### config.mk
export PLATFORM = sky130hd
export DESIGN_NAME = tbp_pix
export DESIGN_NICKNAME = d
export VERILOG_FILES = /design/src/design/tbp_pkg.sv /design/src/design/tbp_pix.sv
export SDC_FILE = /design/constraint.sdc
export NUM_CORES = 1
export LEC_CHECK = 0
export BUFFER_PORTS_ARGS = -buffer_cell sky130_fd_sc_hd__clkbuf_2
export CAP_MARGIN = 20
export CORE_MARGIN = 4
export CORE_UTILIZATION = 25
export DETAILED_ROUTE_END_ITERATION = 12
export GPL_TIMING_DRIVEN = 0
export SLEW_MARGIN = 40
export SYNTH_ARGS = -nofsm -noshare
export SYNTH_HDL_FRONTEND = slang
export SYNTH_SLANG_ARGS = --single-unit
### constraint.sdc
create_clock -name vclk -period 6.1
set_input_delay 0.61 -clock vclk [all_inputs]
set_output_delay 0.61 -clock vclk [all_outputs]
set_load 0.01 [all_outputs]
### src/design/tbp_pkg.sv
// Shared types, constants and helpers for the tiled 4bpp square brush plotter.
package tbp_pkg;

    localparam int MAX_BRUSH     = 32;
    localparam int SCREEN_WIDTH  = 256;
    localparam int SCREEN_HEIGHT = 192;
    localparam int NUM_BUFFERS   = 4;
    localparam int TILES_PER_ROW = 32;
    localparam int BUF_WORDS     = TILES_PER_ROW * ((SCREEN_HEIGHT + 7) / 8) * 8;
    localparam int MEM_DEPTH     = NUM_BUFFERS * BUF_WORDS;

    localparam int WORD_W   = 32;
    localparam int ADDR_W   = $clog2(MEM_DEPTH);
    localparam int COORD_W  = 11;
    localparam int POS_W    = 12;
    localparam int COLOR_W  = 4;
    localparam int SIZE_W   = 6;
    localparam int STEP_W   = 5;
    localparam int RBUF_W   = 2;
    localparam int WIDX_W   = 13;
    localparam int COUNT_W  = 11;
    localparam int TGT_W    = 3;

    typedef enum logic
    {
        CMD_DRAW = 1'b0,
        CMD_READ = 1'b1
    } cmd_t;

    typedef enum logic
    {
        KIND_DRAW_DONE = 1'b0,
        KIND_READ_DATA = 1'b1
    } kind_t;

    typedef enum logic [2:0]
    {
        ST_CLEAR,
        ST_IDLE,
        ST_RD_ADDR,
        ST_RD_DATA,
        ST_PIX_RD,
        ST_PIX_WR,
        ST_FINISH
    } state_t;

    // One pixel visit handed to the shared address and merge unit
    typedef struct packed
    {
        logic signed [POS_W-1:0] x0;
        logic signed [POS_W-1:0] y0;
        logic [STEP_W-1:0]       col;
        logic [STEP_W-1:0]       row;
        logic [RBUF_W-1:0]       bsel;
        logic [COLOR_W-1:0]      color;
    } pix_req_t;

    typedef struct packed
    {
        logic              on_screen;
        logic [ADDR_W-1:0] addr;
        logic [WORD_W-1:0] wdata;
    } pix_rsp_t;

    function automatic logic [ADDR_W-1:0] buf_base(input logic [RBUF_W-1:0] b);
        buf_base = ADDR_W'(b) * ADDR_W'(BUF_WORDS);
    endfunction

endpackage

### src/design/tbp_pix.sv
// Shared pixel unit: clip test, tiled word address and nibble merge.
module tbp_pix (
    input  tbp_pkg::pix_req_t            req,
    input  logic [tbp_pkg::WORD_W-1:0]   rdata,
    output tbp_pkg::pix_rsp_t            rsp
);
    import tbp_pkg::*;

    logic signed [POS_W-1:0] x;
    logic signed [POS_W-1:0] y;
    logic [WIDX_W-1:0]       widx;
    logic [WORD_W-1:0]       mask;
    logic [WORD_W-1:0]       fill;

    always_comb
    begin
        x = req.x0 + POS_W'(req.col);
        y = req.y0 + POS_W'(req.row);
        rsp.on_screen = !x[POS_W-1] && (x[POS_W-2:0] < (POS_W-1)'(SCREEN_WIDTH))
                     && !y[POS_W-1] && (y[POS_W-2:0] < (POS_W-1)'(SCREEN_HEIGHT));
        // tile row, tile column, then row within tile
        widx = {y[7:3], x[7:3], y[2:0]};
        rsp.addr = buf_base(req.bsel) + ADDR_W'(widx);
        mask = WORD_W'(4'hf) << {x[2:0], 2'b00};
        fill = WORD_W'(req.color) << {x[2:0], 2'b00};
        rsp.wdata = (rdata & ~mask) | fill;
    end

endmodule

==> impl_metrics.tcl, run 1 <==
set metrics [dict create \
    clock_power_share 0 \
    post_cts_hold_buffer_count 0 \
    logic_pwr_share 1.000 \
    grt.overflow.total 0 \
    post_cts_buffers 0 \
    cpLargestDelayFamily "adder cells" \
    grt_antenna_before_repair 0 \
    timing.max_cap.violations 0 \
    final_report_hold_violation_count 0 \
    area_growth_syn_to_layout_pct 55.5 \
    share_seq_of_total_power 0 \
    worst_slew_margin_rel 0.770 \
    initial_core_util 0.266 \
    cellInternalPower_w 0.0000989 \
    ys_warn_count 0 \
    layout.cells.most_common "sky130_fd_sc_hd__clkbuf_2" \
    cp.buffers_inverters 3 \
    worst-slew-pin-transition_ns 0.344 \
    grt_max_degree 9 \
    cp_cell_sequence "clkbuf_2 > ha_1 > fa_1 > a211o_1 > a21oi_2 > nor2b_1 > xor2_1 > ha_1 > inv_1 > fa_1 > xnor2_1 > clkbuf_2" \
    timing.critical_path.to_type "primary output" \
    synth_cell_types 33 \
    gr-usage-all-layers 0.128 \
    worst_endpoint_required_time_ns 5.49 \
    avgSynthCellArea_um2 8.33 \
    design.core.area_um2 4500 \
    detail_route.wirelength_um 3930 \
    top_level_pins 120 \
    drcViolationCount 0 \
    antennaDiodeCount 0 \
    die-area_um2 5970 \
    worst_ir_drop_vdd_mv 0.0459 \
    netlist_area_um2 1200 \
    unrepaired_setup_endpoints_after_global_routing "false" \
    start_kind "primary input" \
    fmax_mhz 272 \
    worstPathMaxFanout 3 \
    synthesis.instances 144 \
    seq_area_frac_synth 0 \
    p_sw_w 0.000100 \
    number_of_global_route_vias_before_repair 1523 \
    sequential_cell_total 0 \
    switching_share 0.504 \
    wire_length_of_the_first_global_routing_pass_um 6730 \
    drt-wirelength-per-cell_um 12.4 \
    route.vias.total 1531 \
    hp-start "req[21]" \
    hold-worst-slack_ns 1.52 \
    type_of_the_worst_setup_path "in2out" \
    number_of_port_buffers 120 \
    ratio_of_routed_vias_to_standard_cells 4.84 \
    total_power_after_layout_w 0.000199 \
    slew_viol_final 0 \
    worst-endpoint-arrival_ns 3.07 \
    fillCellCount 467 \
    drtAntennaViolNets 0 \
    final.setup.tns_ns 0 \
    dr.pass1.iters 4 \
    count_of_endpoints_failing_setup_in_the_final_report 0 \
    finalCriticalPeriod_ns 3.68 \
    nets 355 \
    dp_hpwl_um 3710 \
    critPathSlowestCell "sky130_fd_sc_hd__fa_1" \
    floorplan.die.width_um 77.3 \
    mostFrequentLayoutCells "120 x sky130_fd_sc_hd__clkbuf_2, 32 x sky130_fd_sc_hd__mux2_2, 14 x sky130_fd_sc_hd__nor2_1, 14 x sky130_fd_sc_hd__ha_1, 12 x sky130_fd_sc_hd__nand2_1" \
    sequential_cell_area_um2 0 \
    end_of_the_worst_hold_path "rsp[42]" \
    finalWeightedCongestion 0.850 \
    fp.dieH_um 77.3 \
    layout-drive-gt1-share 0.602 \
    drt_first_iter_violations 22 \
    holdCritPathClass "in2out" \
    synth_fp_nets 233 \
    final_layout_clock_buffer_total 0 \
    whs_path_depth 3 \
    multi_input_area_um2 1170 \
    post_cts_resized 0 \
    std_cell_rows 24 \
    status "complete, no violations" \
    slowest_delay_ns 0.43 \
    crit_start "req[6]" \
    leakage_nw 1.02 \
    timing.final.crit_share 0.603 \
    powerDensity_nw_per_um2 107 \
]
==> cell type report <==
type                       instances  area share
inverter                           7      0.0141
multi-input combinational        137       0.629
tap                               52      0.0349
timing repair buffer             120       0.322
==> power by group through the flow <==
stage	Combinational, W	Sequential, W	Clock [W]
floorplan	0.000122	0	0
global placement	0.000201	0	0
detailed placement	0.000202	0	0
CTS	0.000203	0	0
global route	0.000224	0	0
finish	0.000199	0	0
==> per-stage QoR <==
| stage | util | cells | instance area [um2] | worst slack [ns] |
|---|---|---|---|---|
| final | 0.414 | 316 | 1870 | 2.42 |
| after global routing | 0.414 | 316 | 1870 | 2.22 |
| after CTS | 0.414 | 316 | 1870 | 2.40 |
| after detailed placement | 0.414 | 316 | 1870 | 2.40 |
| after global placement | 0.414 | 316 | 1870 | 2.41 |
| after floorplan | - | 144 | 1200 | 2.68 |
==> synthesized netlist by cell type (3+ instances only) <==
master,n,area (um2)
sky130_fd_sc_hd__xor2_1,4,35.0
sky130_fd_sc_hd__a21oi_1,6,30.0
sky130_fd_sc_hd__nor2b_1,3,18.8
sky130_fd_sc_hd__fa_1,3,60.1
sky130_fd_sc_hd__mux2_2,32,360
sky130_fd_sc_hd__inv_1,7,26.3
sky130_fd_sc_hd__o21ai_0,4,20.0
sky130_fd_sc_hd__a211oi_1,5,37.5
sky130_fd_sc_hd__xnor2_1,10,87.6
sky130_fd_sc_hd__nand2_1,12,45.0
sky130_fd_sc_hd__ha_1,14,175
sky130_fd_sc_hd__nor2_1,14,52.6
sky130_fd_sc_hd__nand3_1,3,15.0
sky130_fd_sc_hd__a21o_1,4,30.0
==> how the worst max path moves through the flow <==
stage               to  cells after the start
4_1_cts        rsp[45]                     12
3_3_place_gp   rsp[45]                     12
2_1_floorplan  rsp[45]                     10
3_5_place_dp   rsp[45]                     12
6_report       rsp[45]                     12
5_1_grt        rsp[45]                     12
==> layer usage <==
layer,vias up,part of all wire,track usage
met5,-,0,0
met4,0,0,0
met3,0,0.12,0.0316
met2,88,0.48,0.240
met1,660,0.40,0.156
li1,783,-,-
==> tightest hold or removal path: cells and delay by family <==
kind	cells	cell delay (ns)
XOR/XNOR	1	0.07
buffers and inverters	2	0.23
==> logic make-up (layout without fill, tap and decap cells) <==
group,Yosys count,count (layout),synth area share
compound gates,35,35,0.225
xor+xnor,14,14,0.102
fa+ha+maj,17,17,0.196
buf+inv,7,127,0.0219
mux,34,34,0.317
simple gates,37,37,0.138
(Power assumes the default switching activity.)
==> inputs of run 2 (changes only) <==
--- a/config.mk
+++ b/config.mk
@@ -5,6 +5,7 @@
 export SDC_FILE = /design/constraint.sdc
 export NUM_CORES = 1
 export LEC_CHECK = 0
+export ABC_AREA = 1
 export BUFFER_PORTS_ARGS = -buffer_cell sky130_fd_sc_hd__clkbuf_2
 export CAP_MARGIN = 20
 export CORE_MARGIN = 4
==> constraint.sdc (replaced) <==
create_clock -name vclk -period 3.6
set_input_delay 0.36 -clock vclk [all_inputs]
set_output_delay 0.36 -clock vclk [all_outputs]
set_load 0.01 [all_outputs]
==> run 2 against run 1 <==
Worst setup slack lost 1.5 ns. Combinational power grew 72%. Wire length grew 15%. First-iteration DRC count grew 41%. Core utilization shrank 2.0 points. Synthesized cell count grew 80%. Power grew 72%. Synthesized area grew 12%. Clock-buffer cell count is the same.
==> impl_metrics.tcl, run 2 <==
set metrics [dict create \
    number_of_port_buffers 120 \
    antennaDiodeCount 0 \
    post_cts_buffers 0 \
    worst-endpoint-arrival_ns 2.36 \
    drt_first_iter_violations 31 \
    finalCriticalPeriod_ns 2.72 \
    gr-usage-all-layers 0.130 \
    dr.pass1.iters 4 \
    start_kind "primary input" \
    whs_path_depth 3 \
    floorplan.die.width_um 81.2 \
    worstPathMaxFanout 4 \
    timing.max_cap.violations 0 \
    placed_cell_area_um2 2030 \
    netlist_area_um2 1340 \
    fmax_mhz 368 \
    finalWeightedCongestion 0.792 \
    worst_endpoint_required_time_ns 3.24 \
    wire_length_of_the_first_global_routing_pass_um 7370 \
    postLayoutCoreUtil 0.394 \
    synthDominantAreaCellType "sky130_fd_sc_hd__nand2_1" \
    route.vias.total 2005 \
    count_of_endpoints_failing_setup_in_the_final_report 0 \
    synthMostInstantiatedCell "sky130_fd_sc_hd__nand2_1" \
    hold-worst-slack_ns 1.02 \
    timing.critical_path.to_type "primary output" \
    top_level_pins 120 \
    detail_route.wirelength_um 4530 \
    synth_cell_types 22 \
    drcViolationCount 0 \
    grt_max_degree 9 \
    grt_antenna_before_repair 0 \
    post_cts_hold_buffer_count 0 \
    synthTopCellsByCount "99 x sky130_fd_sc_hd__nand2_1, 32 x sky130_fd_sc_hd__nand3_1, 32 x sky130_fd_sc_hd__o21ai_0" \
    worst-slew-pin-transition_ns 0.331 \
    std_cell_rows 26 \
    worst_slew_margin_rel 0.779 \
    dp_slack_ns 0.875 \
    dp_hpwl_um 4210 \
    synthesis.instances 259 \
    yosysTopAreaCellShare 0.278 \
    sequential_cell_area_um2 0 \
    initial_core_util 0.260 \
    ratio_of_routed_vias_to_standard_cells 4.47 \
    avgSynthCellArea_um2 5.17 \
    powerDensity_nw_per_um2 169 \
    status "complete, no violations" \
    sequential_cell_total 0 \
    layout.cells.most_common "sky130_fd_sc_hd__clkbuf_2" \
    nets 470 \
    synthTopCellsByArea "sky130_fd_sc_hd__nand2_1 28%, sky130_fd_sc_hd__ha_1 13%, sky130_fd_sc_hd__nand3_1 12%" \
    final_instance_area_um2 2030 \
    fp.dieH_um 81.2 \
    final_report_hold_violation_count 0 \
    grt.overflow.total 0 \
    ys_warn_count 0 \
    synth_fp_nets 348 \
    drt-wirelength-per-cell_um 10.1 \
    area_growth_syn_to_layout_pct 51.4 \
    layout-drive-gt1-share 0.335 \
    type_of_the_worst_setup_path "in2out" \
    drtAntennaViolNets 0 \
    post_cts_resized 0 \
    seq_area_frac_synth 0 \
    holdCritPathClass "in2out" \
    unrepaired_setup_endpoints_after_global_routing "false" \
    fin_ws_ns 0.885 \
    mostFrequentLayoutCells "120 x sky130_fd_sc_hd__clkbuf_2, 99 x sky130_fd_sc_hd__nand2_1, 32 x sky130_fd_sc_hd__nand3_1, 32 x sky130_fd_sc_hd__o21ai_0, 29 x sky130_fd_sc_hd__inv_1" \
    number_of_global_route_vias_before_repair 1852 \
    die-area_um2 6590 \
    final_layout_clock_buffer_total 0 \
    worst_ir_drop_vdd_mv 0.0720 \
    design.core.area_um2 5140 \
    slew_viol_final 0 \
    timing.final.crit_share 0.754 \
    leakage_nw 1.29 \
    final.setup.tns_ns 0 \
]
run 2: critical path, stage by stage:
cell	delay (ns)
sky130_fd_sc_hd__clkbuf_2	0.08
sky130_fd_sc_hd__ha_1	0.24
sky130_fd_sc_hd__fa_1	0.46
sky130_fd_sc_hd__nand2_1	0.13
sky130_fd_sc_hd__nand2_1	0.06
sky130_fd_sc_hd__nand2_1	0.06
sky130_fd_sc_hd__nand2_1	0.04
sky130_fd_sc_hd__inv_1	0.06
sky130_fd_sc_hd__ha_1	0.16
sky130_fd_sc_hd__inv_1	0.05
sky130_fd_sc_hd__fa_1	0.38
sky130_fd_sc_hd__xnor2_1	0.14
sky130_fd_sc_hd__clkbuf_2	0.14
run 2: cell families (layout without fill, tap and decap cells):
logic type,count (synthesis),count (layout),synth area share
adders and majority gates,17,17,0.176
buffers and inverters,29,149,0.0813
and+or+nand+nor,162,162,0.515
xor gates and xnor gates,11,11,0.0720
AOI/OAI and AO/OA,40,40,0.156
run 2: per-layer routing:
layer / routed length (um) / global-route usage
met1: 1940 / 0.162
met2: 2220 / 0.255
met3: 368 / 0.00998
met4: 0 / 0
met5: 0 / 0
run 2: worst paths after layout:
check                 startpoint      end
worst max-delay path      req[6]  rsp[45]
worst min-delay path     req[35]  rsp[39]
run 2: cell type report:
class,count,area (um2)
fill,592,3110
tap,70,87.6
multi-input combinational,230,1230
timing repair buffer,120,601
inverter,29,109
run 2: through the flow:
stage	std cells	total power (W)
after floorplan	259	0.000201
after global placement	449	0.000344
after detailed placement	449	0.000346
after CTS	449	0.000348
after global routing	449	0.000389
final	449	0.000343
run 2: report_power, final:
group / internal (W) / switching [W]
combinational: 0.000142 / 0.000201
sequential: 0 / 0
clock: 0 / 0
==> inputs of run 3 (changes only) <==
==> constraint.sdc (replaced) <==
create_clock -name vclk -period 2.4
set_input_delay 0.24 -clock vclk [all_inputs]
set_output_delay 0.24 -clock vclk [all_outputs]
set_load 0.01 [all_outputs]
==> run 3 against run 2 <==
First-iteration DRC count rose by 3.2%. Power rose by 56%. Combinational power rose by 56%. Highest routed layer unchanged. Critical path depth did not move. Worst setup slack got worse by 0.77 ns. Global-route usage barely moved. Non-clock buffer count rose by 1. Flip-flop and latch count did not move. Final area rose by 3.8%. Clock-buffer cell count did not move. Via count rose by 0.70%.
==> impl_metrics.tcl, run 3 (synthesized netlist as in run 2, its figures left out) <==
set metrics [dict create \
    status "complete, no violations" \
    cellInternalPower_w 0.000226 \
    start_kind "primary input" \
    worstPathMaxFanout 4 \
    final_layout_clock_buffer_total 0 \
    floorplan.die.width_um 81.2 \
    drt_first_iter_violations 32 \
    initial_core_util 0.260 \
    count_of_endpoints_failing_setup_in_the_final_report 0 \
    die-area_um2 6590 \
    detail_route.wirelength_um 4690 \
    gr-usage-all-layers 0.130 \
    dp_hpwl_um 4210 \
    grt_antenna_before_repair 0 \
    ratio_of_routed_vias_to_standard_cells 4.49 \
    clock_power_share 0 \
    grt.overflow.total 0 \
    sequential_cell_area_um2 0 \
    hold-worst-slack_ns 0.777 \
    holdCritPathClass "in2out" \
    placed_cell_area_um2 2030 \
    wire_length_of_the_first_global_routing_pass_um 7400 \
    worst_endpoint_required_time_ns 2.16 \
    top_level_pins 120 \
    fillCellCount 591 \
    slew_viol_final 0 \
    mostFrequentLayoutCells "119 x sky130_fd_sc_hd__clkbuf_2, 98 x sky130_fd_sc_hd__nand2_1, 32 x sky130_fd_sc_hd__o21ai_0, 31 x sky130_fd_sc_hd__nand3_1, 29 x sky130_fd_sc_hd__inv_1" \
    finalWeightedCongestion 0.792 \
    post_cts_hold_buffer_count 0 \
    sequential_cell_total 0 \
    powerDensity_nw_per_um2 255 \
    unrepaired_setup_endpoints_after_global_routing "true" \
    timing.critical_path.to_type "primary output" \
    design.core.area_um2 5140 \
    share_seq_of_total_power 0 \
    p_sw_w 0.000310 \
    drtAntennaViolNets 0 \
    final_cell_count_no_fill 450 \
    number_of_global_route_vias_before_repair 1859 \
    antennaDiodeCount 0 \
    std_cell_rows 26 \
    layout-drive-gt1-share 0.363 \
    final.setup.tns_ns 0 \
    logic_pwr_share 1.000 \
    dp.cells 449 \
    worst_slew_margin_rel 0.778 \
    route.vias.total 2019 \
    worst_ir_drop_vdd_mv 0.104 \
    leakage_nw 1.29 \
    drcViolationCount 0 \
    type_of_the_worst_setup_path "in2out" \
    fp.dieH_um 81.2 \
    area_growth_syn_to_layout_pct 57.1 \
    number_of_port_buffers 120 \
    final_report_hold_violation_count 0 \
    worst-endpoint-arrival_ns 2.05 \
    timing.max_cap.violations 0 \
    multi_input_area_um2 1300 \
    layout.cells.most_common "sky130_fd_sc_hd__clkbuf_2" \
    nets 471 \
    dr.pass1.iters 4 \
    worst-slew-pin-transition_ns 0.333 \
    fmax_mhz 437 \
    final_instance_area_um2 2100 \
    drt-wirelength-per-cell_um 10.4 \
    finalCriticalPeriod_ns 2.29 \
    grt_max_degree 9 \
    switching_share 0.578 \
    postLayoutCoreUtil 0.409 \
    timing.final.crit_share 0.953 \
]
[run 3: power groups by stage]
stage	combinational (W)	clock (W)	sequential (W)
2_1_floorplan	0.000301	0	0
4_1_cts	0.000528	0	0
6_report	0.000536	0	0
3_5_place_dp	0.000519	0	0
5_1_grt	0.000606	0	0
3_3_place_gp	0.000516	0	0
[run 3: worst max-delay path, cell delays in order]
cell                       delay [ns]
sky130_fd_sc_hd__clkbuf_2        0.10
sky130_fd_sc_hd__ha_4            0.17
sky130_fd_sc_hd__fa_2            0.36
sky130_fd_sc_hd__nand2_2         0.09
sky130_fd_sc_hd__nand2_1         0.05
sky130_fd_sc_hd__nand2_1         0.05
sky130_fd_sc_hd__nand2_1         0.04
sky130_fd_sc_hd__inv_1           0.07
sky130_fd_sc_hd__ha_2            0.17
sky130_fd_sc_hd__inv_1           0.05
sky130_fd_sc_hd__fa_1            0.38
sky130_fd_sc_hd__xnor2_1         0.13
sky130_fd_sc_hd__buf_2           0.14
[run 3: layout make-up]
type	count	share of cell area
repair buffers	121	0.289
inverters	29	0.0518
multi-input cells	230	0.617
well taps	70	0.0416
[run 3: through the flow]
step	total power, W	setup WS [ns]
finish	0.000536	0.113
global route	0.000606	-0.0364
CTS	0.000528	0.0358
detailed placement	0.000519	-0.0851
global placement	0.000516	-0.0816
floorplan	0.000301	0.169
[run 3: worst paths after layout]
path,start,end,slack (ns),cells past startpoint
setup / recovery,req[6],rsp[45],0.11,13
hold / removal,req[35],rsp[39],0.78,3
[run 3: timing repair]
action | CTS | global route
pin swaps | 1 | 2
hold endpoints to repair | 0 | 0
gates resized for setup | 3 | 11
buffers inserted | 1 | 0
endpoints found under the setup margin | 2 | 26
[run 3: per-layer routing]
metal | up-vias | global-route usage | routed length [um]
met1 | 848 | 0.163 | 2000
met3 | 0 | 0.00998 | 346
li1 | 1088 | - | -
met5 | - | 0 | 0
met4 | 0 | 0 | 0
met2 | 83 | 0.255 | 2340
