==> src/design/tbp_pkg.sv <==
// Shared types, constants and helpers for the tiled 4bpp square brush plotter.
package tbp_pkg;

    localparam int MAX_BRUSH     = 32;
    localparam int SCREEN_WIDTH  = 256;
    localparam int SCREEN_HEIGHT = 192;
    localparam int NUM_BUFFERS   = 4;
    localparam int TILES_PER_ROW = 32;
    localparam int BUF_WORDS     = TILES_PER_ROW * ((SCREEN_HEIGHT + 7) / 8) * 8;
    localparam int MEM_DEPTH     = NUM_BUFFERS * BUF_WORDS;

    localparam int WORD_W   = 32;
    localparam int ADDR_W   = $clog2(MEM_DEPTH);
    localparam int COORD_W  = 11;
    localparam int POS_W    = 12;
    localparam int COLOR_W  = 4;
    localparam int SIZE_W   = 6;
    localparam int STEP_W   = 5;
    localparam int RBUF_W   = 2;
    localparam int WIDX_W   = 13;
    localparam int COUNT_W  = 11;
    localparam int TGT_W    = 3;

    typedef enum logic
    {
        CMD_DRAW = 1'b0,
        CMD_READ = 1'b1
    } cmd_t;

    typedef enum logic
    {
        KIND_DRAW_DONE = 1'b0,
        KIND_READ_DATA = 1'b1
    } kind_t;

    typedef enum logic [2:0]
    {
        ST_CLEAR,
        ST_IDLE,
        ST_RD_ADDR,
        ST_RD_DATA,
        ST_PIX_RD,
        ST_PIX_WR,
        ST_FINISH
    } state_t;

    // One pixel visit handed to the shared address and merge unit
    typedef struct packed
    {
        logic signed [POS_W-1:0] x0;
        logic signed [POS_W-1:0] y0;
        logic [STEP_W-1:0]       col;
        logic [STEP_W-1:0]       row;
        logic [RBUF_W-1:0]       bsel;
        logic [COLOR_W-1:0]      color;
    } pix_req_t;

    typedef struct packed
    {
        logic              on_screen;
        logic [ADDR_W-1:0] addr;
        logic [WORD_W-1:0] wdata;
    } pix_rsp_t;

    function automatic logic [ADDR_W-1:0] buf_base(input logic [RBUF_W-1:0] b);
        buf_base = ADDR_W'(b) * ADDR_W'(BUF_WORDS);
    endfunction

endpackage

==> src/design/tbp_if.sv <==
// Request, result and configuration channel interfaces.
interface tbp_cmd_if;
    logic                              valid;
    logic                              ready;
    logic                              command;
    logic signed [tbp_pkg::COORD_W-1:0] center_x;
    logic signed [tbp_pkg::COORD_W-1:0] center_y;
    logic [tbp_pkg::COLOR_W-1:0]       color;
    logic [tbp_pkg::SIZE_W-1:0]        brush_size;
    logic [tbp_pkg::RBUF_W-1:0]        read_buffer;
    logic [tbp_pkg::WIDX_W-1:0]        read_word_index;

    modport source (output valid, command, center_x, center_y, color, brush_size,
                    read_buffer, read_word_index, input ready);
    modport sink   (input valid, command, center_x, center_y, color, brush_size,
                    read_buffer, read_word_index, output ready);
endinterface

interface tbp_res_if;
    logic                         valid;
    logic                         ready;
    logic                         result_kind;
    logic [tbp_pkg::WORD_W-1:0]   read_data;
    logic [tbp_pkg::COUNT_W-1:0]  pixels_drawn;

    modport source (output valid, result_kind, read_data, pixels_drawn, input ready);
    modport sink   (input valid, result_kind, read_data, pixels_drawn, output ready);
endinterface

interface tbp_cfg_if;
    logic                       valid;
    logic                       ready;
    logic [tbp_pkg::TGT_W-1:0]  target_buffer;

    modport source (output valid, target_buffer, input ready);
    modport sink   (input valid, target_buffer, output ready);
endinterface

==> src/design/tbp_ctrl.sv <==
// Sequencer: clearing pass, command decode, pixel walk and result register.
module tbp_ctrl (
    input  logic                       clk,
    input  logic                       rst_n,
    tbp_cmd_if.sink                    cmd,
    tbp_res_if.source                  res,
    tbp_cfg_if.sink                    cfg,
    output tbp_pkg::pix_req_t          pix_req,
    input  tbp_pkg::pix_rsp_t          pix_rsp,
    input  logic [tbp_pkg::WORD_W-1:0] mem_rdata,
    output logic                       mem_we,
    output logic [tbp_pkg::ADDR_W-1:0] mem_waddr,
    output logic [tbp_pkg::WORD_W-1:0] mem_wdata,
    output logic [tbp_pkg::ADDR_W-1:0] mem_raddr
);
    import tbp_pkg::*;

    state_t                  state_reg, state_next;
    logic [TGT_W-1:0]        target_reg;
    logic [ADDR_W-1:0]       clr_reg;
    logic [STEP_W-1:0]       col_reg;
    logic [STEP_W-1:0]       row_reg;
    logic [SIZE_W-1:0]       n_reg;
    logic signed [POS_W-1:0] x0_reg;
    logic signed [POS_W-1:0] y0_reg;
    logic [COLOR_W-1:0]      color_reg;
    logic [COUNT_W-1:0]      cnt_reg;
    logic [WORD_W-1:0]       data_reg;
    logic                    kind_reg;
    logic [ADDR_W-1:0]       rd_addr_reg;
    logic                    rd_ok_reg;
    logic                    res_valid_reg;
    logic                    res_kind_reg;
    logic [WORD_W-1:0]       res_data_reg;
    logic [COUNT_W-1:0]      res_cnt_reg;

    logic                    accept;
    logic                    col_last;
    logic                    row_last;
    logic                    walk_last;
    logic                    slot_free;
    logic                    draw_skip;
    logic [SIZE_W-1:0]       n_sat;
    logic [STEP_W-1:0]       half;

    assign accept    = cmd.valid && cmd.ready;
    assign col_last  = ({1'b0, col_reg} == n_reg - SIZE_W'(1));
    assign row_last  = ({1'b0, row_reg} == n_reg - SIZE_W'(1));
    assign walk_last = col_last && row_last;
    assign slot_free = !res_valid_reg || res.ready;
    assign n_sat     = (cmd.brush_size > SIZE_W'(MAX_BRUSH)) ? SIZE_W'(MAX_BRUSH)
                                                             : cmd.brush_size;
    assign half      = n_sat[SIZE_W-1:1];
    assign draw_skip = (n_sat == '0) || (target_reg >= TGT_W'(NUM_BUFFERS));

    // next state
    always_comb
    begin
        state_next = state_reg;
        unique case (state_reg)
            ST_CLEAR:
            begin
                if (clr_reg == ADDR_W'(MEM_DEPTH - 1))
                begin
                    state_next = ST_IDLE;
                end
            end
            ST_IDLE:
            begin
                if (accept)
                begin
                    if (cmd.command == CMD_READ)
                    begin
                        state_next = ST_RD_ADDR;
                    end
                    else if (draw_skip)
                    begin
                        state_next = ST_FINISH;
                    end
                    else
                    begin
                        state_next = ST_PIX_RD;
                    end
                end
            end
            ST_RD_ADDR: state_next = ST_RD_DATA;
            ST_RD_DATA: state_next = ST_FINISH;
            ST_PIX_RD:
            begin
                if (pix_rsp.on_screen)
                begin
                    state_next = ST_PIX_WR;
                end
                else if (walk_last)
                begin
                    state_next = ST_FINISH;
                end
            end
            ST_PIX_WR:  state_next = walk_last ? ST_FINISH : ST_PIX_RD;
            ST_FINISH:
            begin
                if (slot_free)
                begin
                    state_next = ST_IDLE;
                end
            end
            default:    state_next = ST_IDLE;
        endcase
    end

    // outputs
    always_comb
    begin
        cmd.ready = 1'b0;
        mem_we    = 1'b0;
        mem_waddr = pix_rsp.addr;
        mem_wdata = pix_rsp.wdata;
        mem_raddr = pix_rsp.addr;
        unique case (state_reg)
            ST_CLEAR:
            begin
                mem_we    = 1'b1;
                mem_waddr = clr_reg;
                mem_wdata = '0;
            end
            ST_IDLE:    cmd.ready = 1'b1;
            ST_RD_ADDR: mem_raddr = rd_addr_reg;
            ST_PIX_WR:  mem_we    = 1'b1;
            default:
            begin
            end
        endcase
    end

    assign cfg.ready        = 1'b1;
    assign res.valid        = res_valid_reg;
    assign res.result_kind  = res_kind_reg;
    assign res.read_data    = res_data_reg;
    assign res.pixels_drawn = res_cnt_reg;

    assign pix_req.x0    = x0_reg;
    assign pix_req.y0    = y0_reg;
    assign pix_req.col   = col_reg;
    assign pix_req.row   = row_reg;
    assign pix_req.bsel  = target_reg[RBUF_W-1:0];
    assign pix_req.color = color_reg;

    always_ff @(posedge clk or negedge rst_n)
    begin
        if (!rst_n)
        begin
            state_reg     <= ST_CLEAR;
            target_reg    <= '0;
            clr_reg       <= '0;
            res_valid_reg <= 1'b0;
        end
        else
        begin
            state_reg <= state_next;
            if (cfg.valid && cfg.ready)
            begin
                target_reg <= cfg.target_buffer;
            end
            if (state_reg == ST_CLEAR)
            begin
                clr_reg <= clr_reg + ADDR_W'(1);
            end
            if (state_reg == ST_FINISH && slot_free)
            begin
                res_valid_reg <= 1'b1;
            end
            else if (res.ready)
            begin
                res_valid_reg <= 1'b0;
            end
        end
    end

    // datapath registers
    always_ff @(posedge clk)
    begin
        unique case (state_reg)
            ST_IDLE:
            begin
                if (accept)
                begin
                    kind_reg    <= cmd.command;
                    cnt_reg     <= '0;
                    data_reg    <= '0;
                    col_reg     <= '0;
                    row_reg     <= '0;
                    n_reg       <= n_sat;
                    color_reg   <= cmd.color;
                    x0_reg      <= POS_W'(cmd.center_x) - POS_W'(half);
                    y0_reg      <= POS_W'(cmd.center_y) - POS_W'(half);
                    rd_addr_reg <= buf_base(cmd.read_buffer) + ADDR_W'(cmd.read_word_index);
                    rd_ok_reg   <= (cmd.read_word_index < WIDX_W'(BUF_WORDS))
                                && ({1'b0, cmd.read_buffer} < (RBUF_W+1)'(NUM_BUFFERS));
                end
            end
            ST_RD_DATA:
            begin
                data_reg <= rd_ok_reg ? mem_rdata : '0;
            end
            ST_PIX_RD, ST_PIX_WR:
            begin
                if (state_reg == ST_PIX_WR)
                begin
                    cnt_reg <= cnt_reg + COUNT_W'(1);
                end
                // advance to the next pixel once this one is done or clipped
                if (state_reg == ST_PIX_WR || !pix_rsp.on_screen)
                begin
                    if (col_last)
                    begin
                        col_reg <= '0;
                        row_reg <= row_reg + STEP_W'(1);
                    end
                    else
                    begin
                        col_reg <= col_reg + STEP_W'(1);
                    end
                end
            end
            ST_FINISH:
            begin
                if (slot_free)
                begin
                    res_kind_reg <= kind_reg;
                    res_data_reg <= data_reg;
                    res_cnt_reg  <= cnt_reg;
                end
            end
            default:
            begin
            end
        endcase
    end

endmodule

==> src/flat_wrapper.sv <==
// flat-port wrapper written by rule: the top's interface ports become plain ports
module tbp_ctrl_flat import tbp_pkg::*;
  (clk, rst_n, pix_req, pix_rsp, mem_rdata, mem_we, mem_waddr, mem_wdata, mem_raddr, cmd_valid, cmd_command, cmd_center_x, cmd_center_y, cmd_color, cmd_brush_size, cmd_read_buffer, cmd_read_word_index, cmd_ready, res_valid, res_result_kind, res_read_data, res_pixels_drawn, res_ready, cfg_valid, cfg_target_buffer, cfg_ready);
  tbp_cmd_if cmd_i ();
  tbp_res_if res_i ();
  tbp_cfg_if cfg_i ();
  input  logic clk;
  input  logic rst_n;
  output tbp_pkg::pix_req_t pix_req;
  input  tbp_pkg::pix_rsp_t pix_rsp;
  input  logic [tbp_pkg::WORD_W-1:0] mem_rdata;
  output logic mem_we;
  output logic [tbp_pkg::ADDR_W-1:0] mem_waddr;
  output logic [tbp_pkg::WORD_W-1:0] mem_wdata;
  output logic [tbp_pkg::ADDR_W-1:0] mem_raddr;
  input wire logic [$bits(cmd_i.valid)-1:0] cmd_valid;
  input wire logic [$bits(cmd_i.command)-1:0] cmd_command;
  input wire logic [$bits(cmd_i.center_x)-1:0] cmd_center_x;
  input wire logic [$bits(cmd_i.center_y)-1:0] cmd_center_y;
  input wire logic [$bits(cmd_i.color)-1:0] cmd_color;
  input wire logic [$bits(cmd_i.brush_size)-1:0] cmd_brush_size;
  input wire logic [$bits(cmd_i.read_buffer)-1:0] cmd_read_buffer;
  input wire logic [$bits(cmd_i.read_word_index)-1:0] cmd_read_word_index;
  output wire logic [$bits(cmd_i.ready)-1:0] cmd_ready;
  output wire logic [$bits(res_i.valid)-1:0] res_valid;
  output wire logic [$bits(res_i.result_kind)-1:0] res_result_kind;
  output wire logic [$bits(res_i.read_data)-1:0] res_read_data;
  output wire logic [$bits(res_i.pixels_drawn)-1:0] res_pixels_drawn;
  input wire logic [$bits(res_i.ready)-1:0] res_ready;
  input wire logic [$bits(cfg_i.valid)-1:0] cfg_valid;
  input wire logic [$bits(cfg_i.target_buffer)-1:0] cfg_target_buffer;
  output wire logic [$bits(cfg_i.ready)-1:0] cfg_ready;
  assign cmd_i.valid = cmd_valid;
  assign cmd_i.command = cmd_command;
  assign cmd_i.center_x = cmd_center_x;
  assign cmd_i.center_y = cmd_center_y;
  assign cmd_i.color = cmd_color;
  assign cmd_i.brush_size = cmd_brush_size;
  assign cmd_i.read_buffer = cmd_read_buffer;
  assign cmd_i.read_word_index = cmd_read_word_index;
  assign cmd_ready = cmd_i.ready;
  assign res_valid = res_i.valid;
  assign res_result_kind = res_i.result_kind;
  assign res_read_data = res_i.read_data;
  assign res_pixels_drawn = res_i.pixels_drawn;
  assign res_i.ready = res_ready;
  assign cfg_i.valid = cfg_valid;
  assign cfg_i.target_buffer = cfg_target_buffer;
  assign cfg_ready = cfg_i.ready;
  tbp_ctrl u_core (.clk(clk), .rst_n(rst_n), .cmd(cmd_i), .res(res_i), .cfg(cfg_i), .pix_req(pix_req), .pix_rsp(pix_rsp), .mem_rdata(mem_rdata), .mem_we(mem_we), .mem_waddr(mem_waddr), .mem_wdata(mem_wdata), .mem_raddr(mem_raddr));
endmodule
==> config.mk <==
export PLATFORM = sky130hd
export DESIGN_NAME = tbp_ctrl_flat
export DESIGN_NICKNAME = d
export VERILOG_FILES = /design/src/design/tbp_pkg.sv /design/src/design/tbp_if.sv /design/src/design/tbp_ctrl.sv /design/src/flat_wrapper.sv
export SDC_FILE = /design/constraint.sdc
export NUM_CORES = 1
export LEC_CHECK = 0
export BUFFER_PORTS_ARGS = -buffer_cell sky130_fd_sc_hd__buf_2
export CORE_ASPECT_RATIO = 0.8
export CORE_UTILIZATION = 30
export CTS_CLUSTER_DIAMETER = 40
export CTS_CLUSTER_SIZE = 25
export DETAILED_ROUTE_END_ITERATION = 16
export PLACE_DENSITY = 0.53
export SYNTH_ARGS = -nofsm -noshare
export SYNTH_HDL_FRONTEND = slang
export SYNTH_SLANG_ARGS = --single-unit
export TNS_END_PERCENT = 50
==> constraint.sdc <==
create_clock -name clk -period 3.12 [get_ports clk]
set_input_delay 0.312 -clock clk [delete_from_list [all_inputs] [get_ports clk]]
set_output_delay 0.312 -clock clk [all_outputs]
set_load 0.03 [all_outputs]
==> results of run 1 <==
## kinds of logic (layout without fill, tap and decap cells)
group	Yosys count	after routing	share of synthesized area (%)
simple gates	205	205	14.9
flops	170	170	63.9
xor+xnor	57	57	6.39
buf+inv	42	350	2.24
compound gates	41	41	3.44
mux	34	34	4.90
fa+ha+maj	24	24	4.13
other cells	1	2	0.0480
## power breakdown
part,internal [mW],total [mW],switching [mW]
Clock,1.15,2.18,1.02
Combinational,0.719,2.12,1.40
Sequential,2.83,3.03,0.202
Total,4.70,7.33,2.63
## final timing paths
check,start,end,cells after the start,slack [ps]
min reg2reg,u_core.data_reg[1]$_SDFFCE_PN0P_,u_core.res.read_data[1]$_DFFE_PP_,0,420
max,u_core.state_reg[2]$_DFFE_PN0P_,mem_waddr[11],4,520
min in group asynchronous,rst_n,u_core.clr_reg[7]$_DFFE_PN0P_,2,410
min,cmd_read_word_index[2],u_core.rd_addr_reg[2]$_DFFE_PP_,1,50
max reg2reg,u_core.state_reg[2]$_DFFE_PN0P_,u_core.row_reg[0]$_SDFFCE_PP0P_,5,660
max in group asynchronous,rst_n,u_core.clr_reg[13]$_DFFE_PN0P_,2,2340
## layout make-up
type | instances | area [um2] | share of cell area, %
antenna | 1 | 2.50 | 0.0243
clock inverter | 15 | 174 | 1.69
multi-input combinational | 362 | 2670 | 25.9
tap | 351 | 439 | 4.26
inverter | 23 | 86.3 | 0.837
timing repair buffer | 295 | 1520 | 14.7
sequential | 170 | 4990 | 48.5
clock buffer | 17 | 425 | 4.13
## cells in the mapped netlist, drive strengths merged (2+ instances only)
| cell | n | area [um2] |
|---|---|---|
| nor3b | 2 | 20.0 |
| edfxtp | 148 | 4440 |
| or4 | 3 | 22.5 |
| nand4 | 4 | 31.3 |
| and3 | 8 | 50.1 |
| nand2b | 7 | 43.8 |
| nor3 | 10 | 66.3 |
| clkbuf | 11 | 41.3 |
| mux2 | 34 | 383 |
| inv | 23 | 86.3 |
| and2 | 44 | 275 |
| a21boi | 6 | 45.0 |
| nand2 | 32 | 123 |
| ha | 21 | 263 |
| xor2 | 15 | 131 |
| or3 | 5 | 31.3 |
| dfrtp | 22 | 551 |
| a21oi | 7 | 35.0 |
| a21o | 3 | 22.5 |
| fa | 3 | 60.1 |
| nor4 | 4 | 40.0 |
| xnor2 | 42 | 368 |
| nor2b | 41 | 257 |
| nand3 | 17 | 85.1 |
| o21a | 2 | 15.0 |
| nor2 | 25 | 93.8 |
| buf | 8 | 47.5 |
| o21ai | 13 | 65.1 |
## layer usage
metal,track usage (%),vias up,wire length [um]
met5,0,-,32
met4,3.78,4,184
met3,6.21,22,1540
met2,20.9,178,8050
met1,18.9,2450,8660
li1,-,2633,-
## per-stage QoR
| step | hold WS (ps) | setup TNS, ps |
|---|---|---|
| after floorplan | 16.4 | -9290 |
| after global placement | 349 | 0 |
| after detailed placement | 344 | 0 |
| after CTS | 23.9 | 0 |
| after global routing | 19.4 | 0 |
| final | 51.5 | 0 |
## cell usage in the layout, fill, tap and decap left out, drive strengths merged, types with 3 or more instances in the layout
| master | Yosys | routed |
|---|---|---|
| fa | 3 | 3 |
| xor2 | 15 | 15 |
| or4 | 3 | 3 |
| nor2 | 25 | 25 |
| o21ai | 13 | 13 |
| clkinv | 0 | 5 |
| nand4 | 4 | 4 |
| and2 | 44 | 44 |
| mux2 | 34 | 34 |
| nor3 | 10 | 10 |
| dfrtp | 22 | 22 |
| clkbuf | 11 | 17 |
| a21oi | 7 | 7 |
| nor2b | 41 | 41 |
| or3 | 5 | 5 |
| a21boi | 6 | 6 |
| inv | 23 | 32 |
| and3 | 8 | 8 |
| a21o | 3 | 3 |
| nand3 | 17 | 17 |
| nand2 | 32 | 32 |
| nor4 | 4 | 4 |
| ha | 21 | 21 |
| xnor2 | 42 | 42 |
| buf | 8 | 294 |
| edfxtp | 148 | 148 |
| nand2b | 7 | 7 |
## repair_timing
action                                 in CTS  in global routing
setup buffers                               0                  0
endpoints found under the hold margin      22                  0
hold buffers                                1                  0
resized for setup                           0                  0
==> out/metrics.csv, run 1 <==
metric,value,unit
status,"finished, final reports clean",
syn nets,734,
Final Cycle Share,83.2,%
TritonRoute pass-1 iters,4,
Max Clock Freq,385,MHz
CTS tree,built,
core area,0.0254,mm2
Via-to-Cell Ratio,4.28,
type of the most critical hold path,input port to flip-flop,
number of flops mapped to enable cells by yosys,148,
average wire per standard cell,15.0,um
post-DP HPWL,13400,um
Post-DRT Antenna Nets,0,
async set-reset flop share out of synthesis,12.9,%
final setup margin,523,ps
syn avg cell area,13.6,um2
layout cells sized above 1,42.2,%
Pwr per Cell Area,711,mW/mm2
die width,182,um
Leak,4.33,nW
Rows,52,
Layout Nets,1029,
global-route wire length before repair,28900,um
CP max stage cell,dfrtp_1,
synthesized area,0.00781,mm2
largest net degree at the start of global routing,45,
Area after DPL,0.00970,mm2
Crit path largest cell delay,560,ps
worst path cell trace,"nor3_4, buf_4, mux2_2, buf_2",
Max IR drop VDD,0.498,mV
Buf/Inv on CP,2,
worst-margin pin slew,669,ps
"Hold Vio Cnt, Final",0,
Setup Viol. Count Final,0,
CTS Buf Count,17,
Pwr Total,7.33,mW
drt total wl,18500,um
vias in the first global route,5251,
Tot GR Track Use,14.2,%
sequential-to-total area share from yosys stat,63.9,%
max-cap viol count,0,
Synth cell types,51,
io pins,286,
crit-path max FO,41,
area grow syn2layout,32.0,%
max-slew violations,0,
final setup skew,8.76,ps
Die Ht,146,um
Root Driver,clkbuf_16,
CP arrival,2290,ps
Slew HR,55.4,%
Yosys Warn Count,0,
port buffer count,284,
dominant synthesized flop cell,edfxtp_1,
Clock Path Buffers,2,
Clock Latency Late Sink,430,ps
total number of vias,5287,
critical path class,flip-flop to output port,
synthesized instance count,574,
final global-route overflow total,0,
die area,0.0267,mm2
Period minus WS final,2600,ps
startpoint type of the worst setup path,flip-flop,
CP endpoint kind,output port,
dpl ws,607,ps
initial antenna violation count,4,
clock sink count,170,
Initial Utilization,30.7,%
unrepaired setup endpoints after global routing,no,
Yosys reg bits,170,
"CP delay by family, top",buffers and inverters,
placed insts,1200,
Critical Path RT,2810,ps
initial drt markers,290,
H-tree levels,4,
drt drc,0,
final core occ,40.5,%
fin area,0.0103,mm2
Layout fillers,2507,
clk slew on worst S/H paths,70,ps
"non-filler cells, final",1234,
gp weighted congestion,0.784,
Power figures use the tool's default switching activity.
==> run 2: changes to the inputs <==
--- a/config.mk
+++ b/config.mk
@@ -11,7 +11,7 @@
 export CTS_CLUSTER_DIAMETER = 40
 export CTS_CLUSTER_SIZE = 25
 export DETAILED_ROUTE_END_ITERATION = 16
-export PLACE_DENSITY = 0.53
+export PLACE_DENSITY = 0.51
 export SYNTH_ARGS = -nofsm -noshare
 export SYNTH_HDL_FRONTEND = slang
 export SYNTH_SLANG_ARGS = --single-unit
==> constraint.sdc (replaced) <==
create_clock -name clk -period 2.6 [get_ports clk]
set_input_delay 0.26 -clock clk [delete_from_list [all_inputs] [get_ports clk]]
set_output_delay 0.26 -clock clk [all_outputs]
set_load 0.03 [all_outputs]
==> out/metrics.csv, run 2 (synthesis results as in run 1) <==
metric,value,unit,change
status,"finished, final reports clean",,
drt drc,0,,unchanged
vias in the first global route,5214,,-0.70%
Root Driver,clkbuf_16,,
initial antenna violation count,0,,-4
Layout Nets,1051,,+2.1%
"most common cell after layout, fill and taps aside",buf_2,,
Flop pwr share,41.0,%,-0.4 points
worst-margin pin slew,904,ps,+234 ps
Hold Path Cell Cnt,2,,+1
Initial Utilization,30.7,%,unchanged
total number of vias,5481,,+3.7%
port buffer count,284,,unchanged
Clock Path Buffers,2,,unchanged
Crit path top cell by count,buf_12,,
CP arrival,2110,ps,-180 ps
CP endpoint kind,output port,,
Critical Path RT,2340,ps,-470 ps
cell-internal power,5.67,mW,+21%
Period minus WS final,2370,ps,
H-tree levels,4,,unchanged
unrepaired setup endpoints after global routing,no,,
CTS Buf Count,17,,unchanged
CP max stage cell,dfrtp_1,,
post-DP HPWL,13800,um,+2.8%
worst flop-to-flop path startpoint,u_core.n_reg[1]$_DFFE_PP_,,
final setup skew,13.0,ps,+4.21 ps
layout cells sized above 1,41.9,%,-0.25 points
crit-path max FO,15,,-63%
TritonRoute pass-1 iters,4,,unchanged
Max Clock Freq,422,MHz,
clock sink count,170,,unchanged
type of the most critical hold path,input port to flip-flop,,
initial drt markers,270,,-6.9%
largest net degree at the start of global routing,45,,unchanged
clk slew on worst S/H paths,70,ps,about the same
Pwr per Cell Area,841,mW/mm2,+18%
Clock Latency Late Sink,440,ps,about the same
Worst Hold Endpoint,u_core.target_reg[0]$_DFFE_PN0P_,,
Crit path largest cell delay,560,ps,about the same
P_sw,3.19,mW,+22%
Max IR drop VDD,0.482,mV,-3.1%
max-slew violations,0,,unchanged
RR Endpoint,u_core.row_reg[3]$_SDFFCE_PP0P_,,
worst path cell trace,"nor3_4, buf_12, buf_12, mux2_2, buf_2",,
startpoint type of the worst setup path,flip-flop,,
Clock power frac,28.2,%,-1.5 points
Hold Startpoint,cfg_target_buffer[0],,
CTS tree,built,,
global-route wire length before repair,28900,um,about the same
Via-to-Cell Ratio,4.36,,+1.9%
core area,0.0254,mm2,unchanged
critical path class,flip-flop to output port,,
Leak,4.42,nW,+2.1%
Rows,52,,unchanged
io pins,286,,unchanged
"Hold Vio Cnt, Final",0,,unchanged
gp weighted congestion,0.798,,+1.8%
Min Hold Slack,51.9,ps,+0.422 ps
area grow syn2layout,34.9,%,
Final Cycle Share,91.1,%,
max-cap viol count,0,,unchanged
drt total wl,18900,um,+2.4%
average wire per standard cell,15.1,um,+0.62%
Sw Share,36.0,%,+0.20 points
Setup Viol. Count Final,0,,unchanged
Reg2Reg Depth,8,,+3
Post-DRT Antenna Nets,0,,unchanged
R2R Setup Slk,320,ps,-340 ps
Slew HR,39.7,%,-16 points
most frequent cells in the layout,"buf_2, edfxtp_1, and2_1",,
die width,182,um,unchanged
Tot GR Track Use,14.3,%,+0.077 points
Comb power frac,30.8,%,+1.9 points
Die Ht,146,um,unchanged
setup tns final,0,ps,unchanged
final global-route overflow total,0,,unchanged
die area,0.0267,mm2,unchanged
[run 2: layout make-up]
cell class / instances / area, um2
clock inverters: 15 / 151
fillers: 2443 / 14900
well taps: 351 / 439
repair buffers: 317 / 1770
clock buffers: 17 / 425
multi-input cells: 362 / 2670
flip-flops and latches: 170 / 4990
diodes: 1 / 2.50
inverters: 23 / 86.3
[run 2: how the worst max path moves through the flow]
stage,start,end,depth (start not counted)
2_1_floorplan,u_core.state_reg[2]$_DFFE_PN0P_,u_core.color_reg[0]$_DFFE_PP_,3
3_3_place_gp,u_core.n_reg[1]$_DFFE_PP_,u_core.row_reg[3]$_SDFFCE_PP0P_,8
3_5_place_dp,u_core.n_reg[1]$_DFFE_PP_,u_core.row_reg[3]$_SDFFCE_PP0P_,8
4_1_cts,u_core.state_reg[2]$_DFFE_PN0P_,mem_waddr[4],4
5_1_grt,u_core.n_reg[1]$_DFFE_PP_,u_core.row_reg[2]$_SDFFCE_PP0P_,8
6_report,u_core.state_reg[2]$_DFFE_PN0P_,mem_waddr[8],5
[run 2: routing by layer]
layer	routed length, um	GRT usage (%)	vias up
li1	-	-	2675
met1	8960	19.9	2594
met2	8240	20.5	196
met3	1520	5.19	16
met4	184	4.16	0
met5	0	0	-
[run 2: what timing repair did]
| item | CTS | global route |
|---|---|---|
| pin swaps | 1 | 1 |
| endpoints found under the hold margin | 37 | 0 |
| buffers inserted | 0 | 3 |
| hold buffers | 16 | 0 |
| endpoints found under the setup margin | 16 | 30 |
| resized for setup | 0 | 0 |
[run 2: power by group through the flow]
stage	combinational (mW)	clock, mW	sequential, mW
floorplan	1.65	0	3.81
global placement	2.68	0	3.69
global route	2.93	2.68	3.68
finish	2.73	2.50	3.63
CTS	2.70	2.58	3.64
detailed placement	2.67	0	3.69
[run 2: worst max-delay path: cells and delay by family, from the launching register on]
family,cells,cell delay (ps)
buffers and inverters,3,470
DFF,1,560
muxes,1,340
and+or+nand+nor,1,290
[run 2: per-stage QoR]
| stage | instances | area (um2) | utilization [%] | power, mW | setup WS (ps) |
|---|---|---|---|---|---|
| 2_1_floorplan | 574 | 7820 | - | 5.45 | -702 |
| 3_3_place_gp | 1204 | 9760 | 38.4 | 6.36 | 364 |
| 3_5_place_dp | 1204 | 9760 | 38.4 | 6.36 | 321 |
| 4_1_cts | 1252 | 10500 | 41.3 | 8.92 | 0.542 |
| 5_1_grt | 1255 | 10500 | 41.4 | 9.29 | 82.7 |
| 6_report | 1256 | 10500 | 41.4 | 8.86 | 232 |
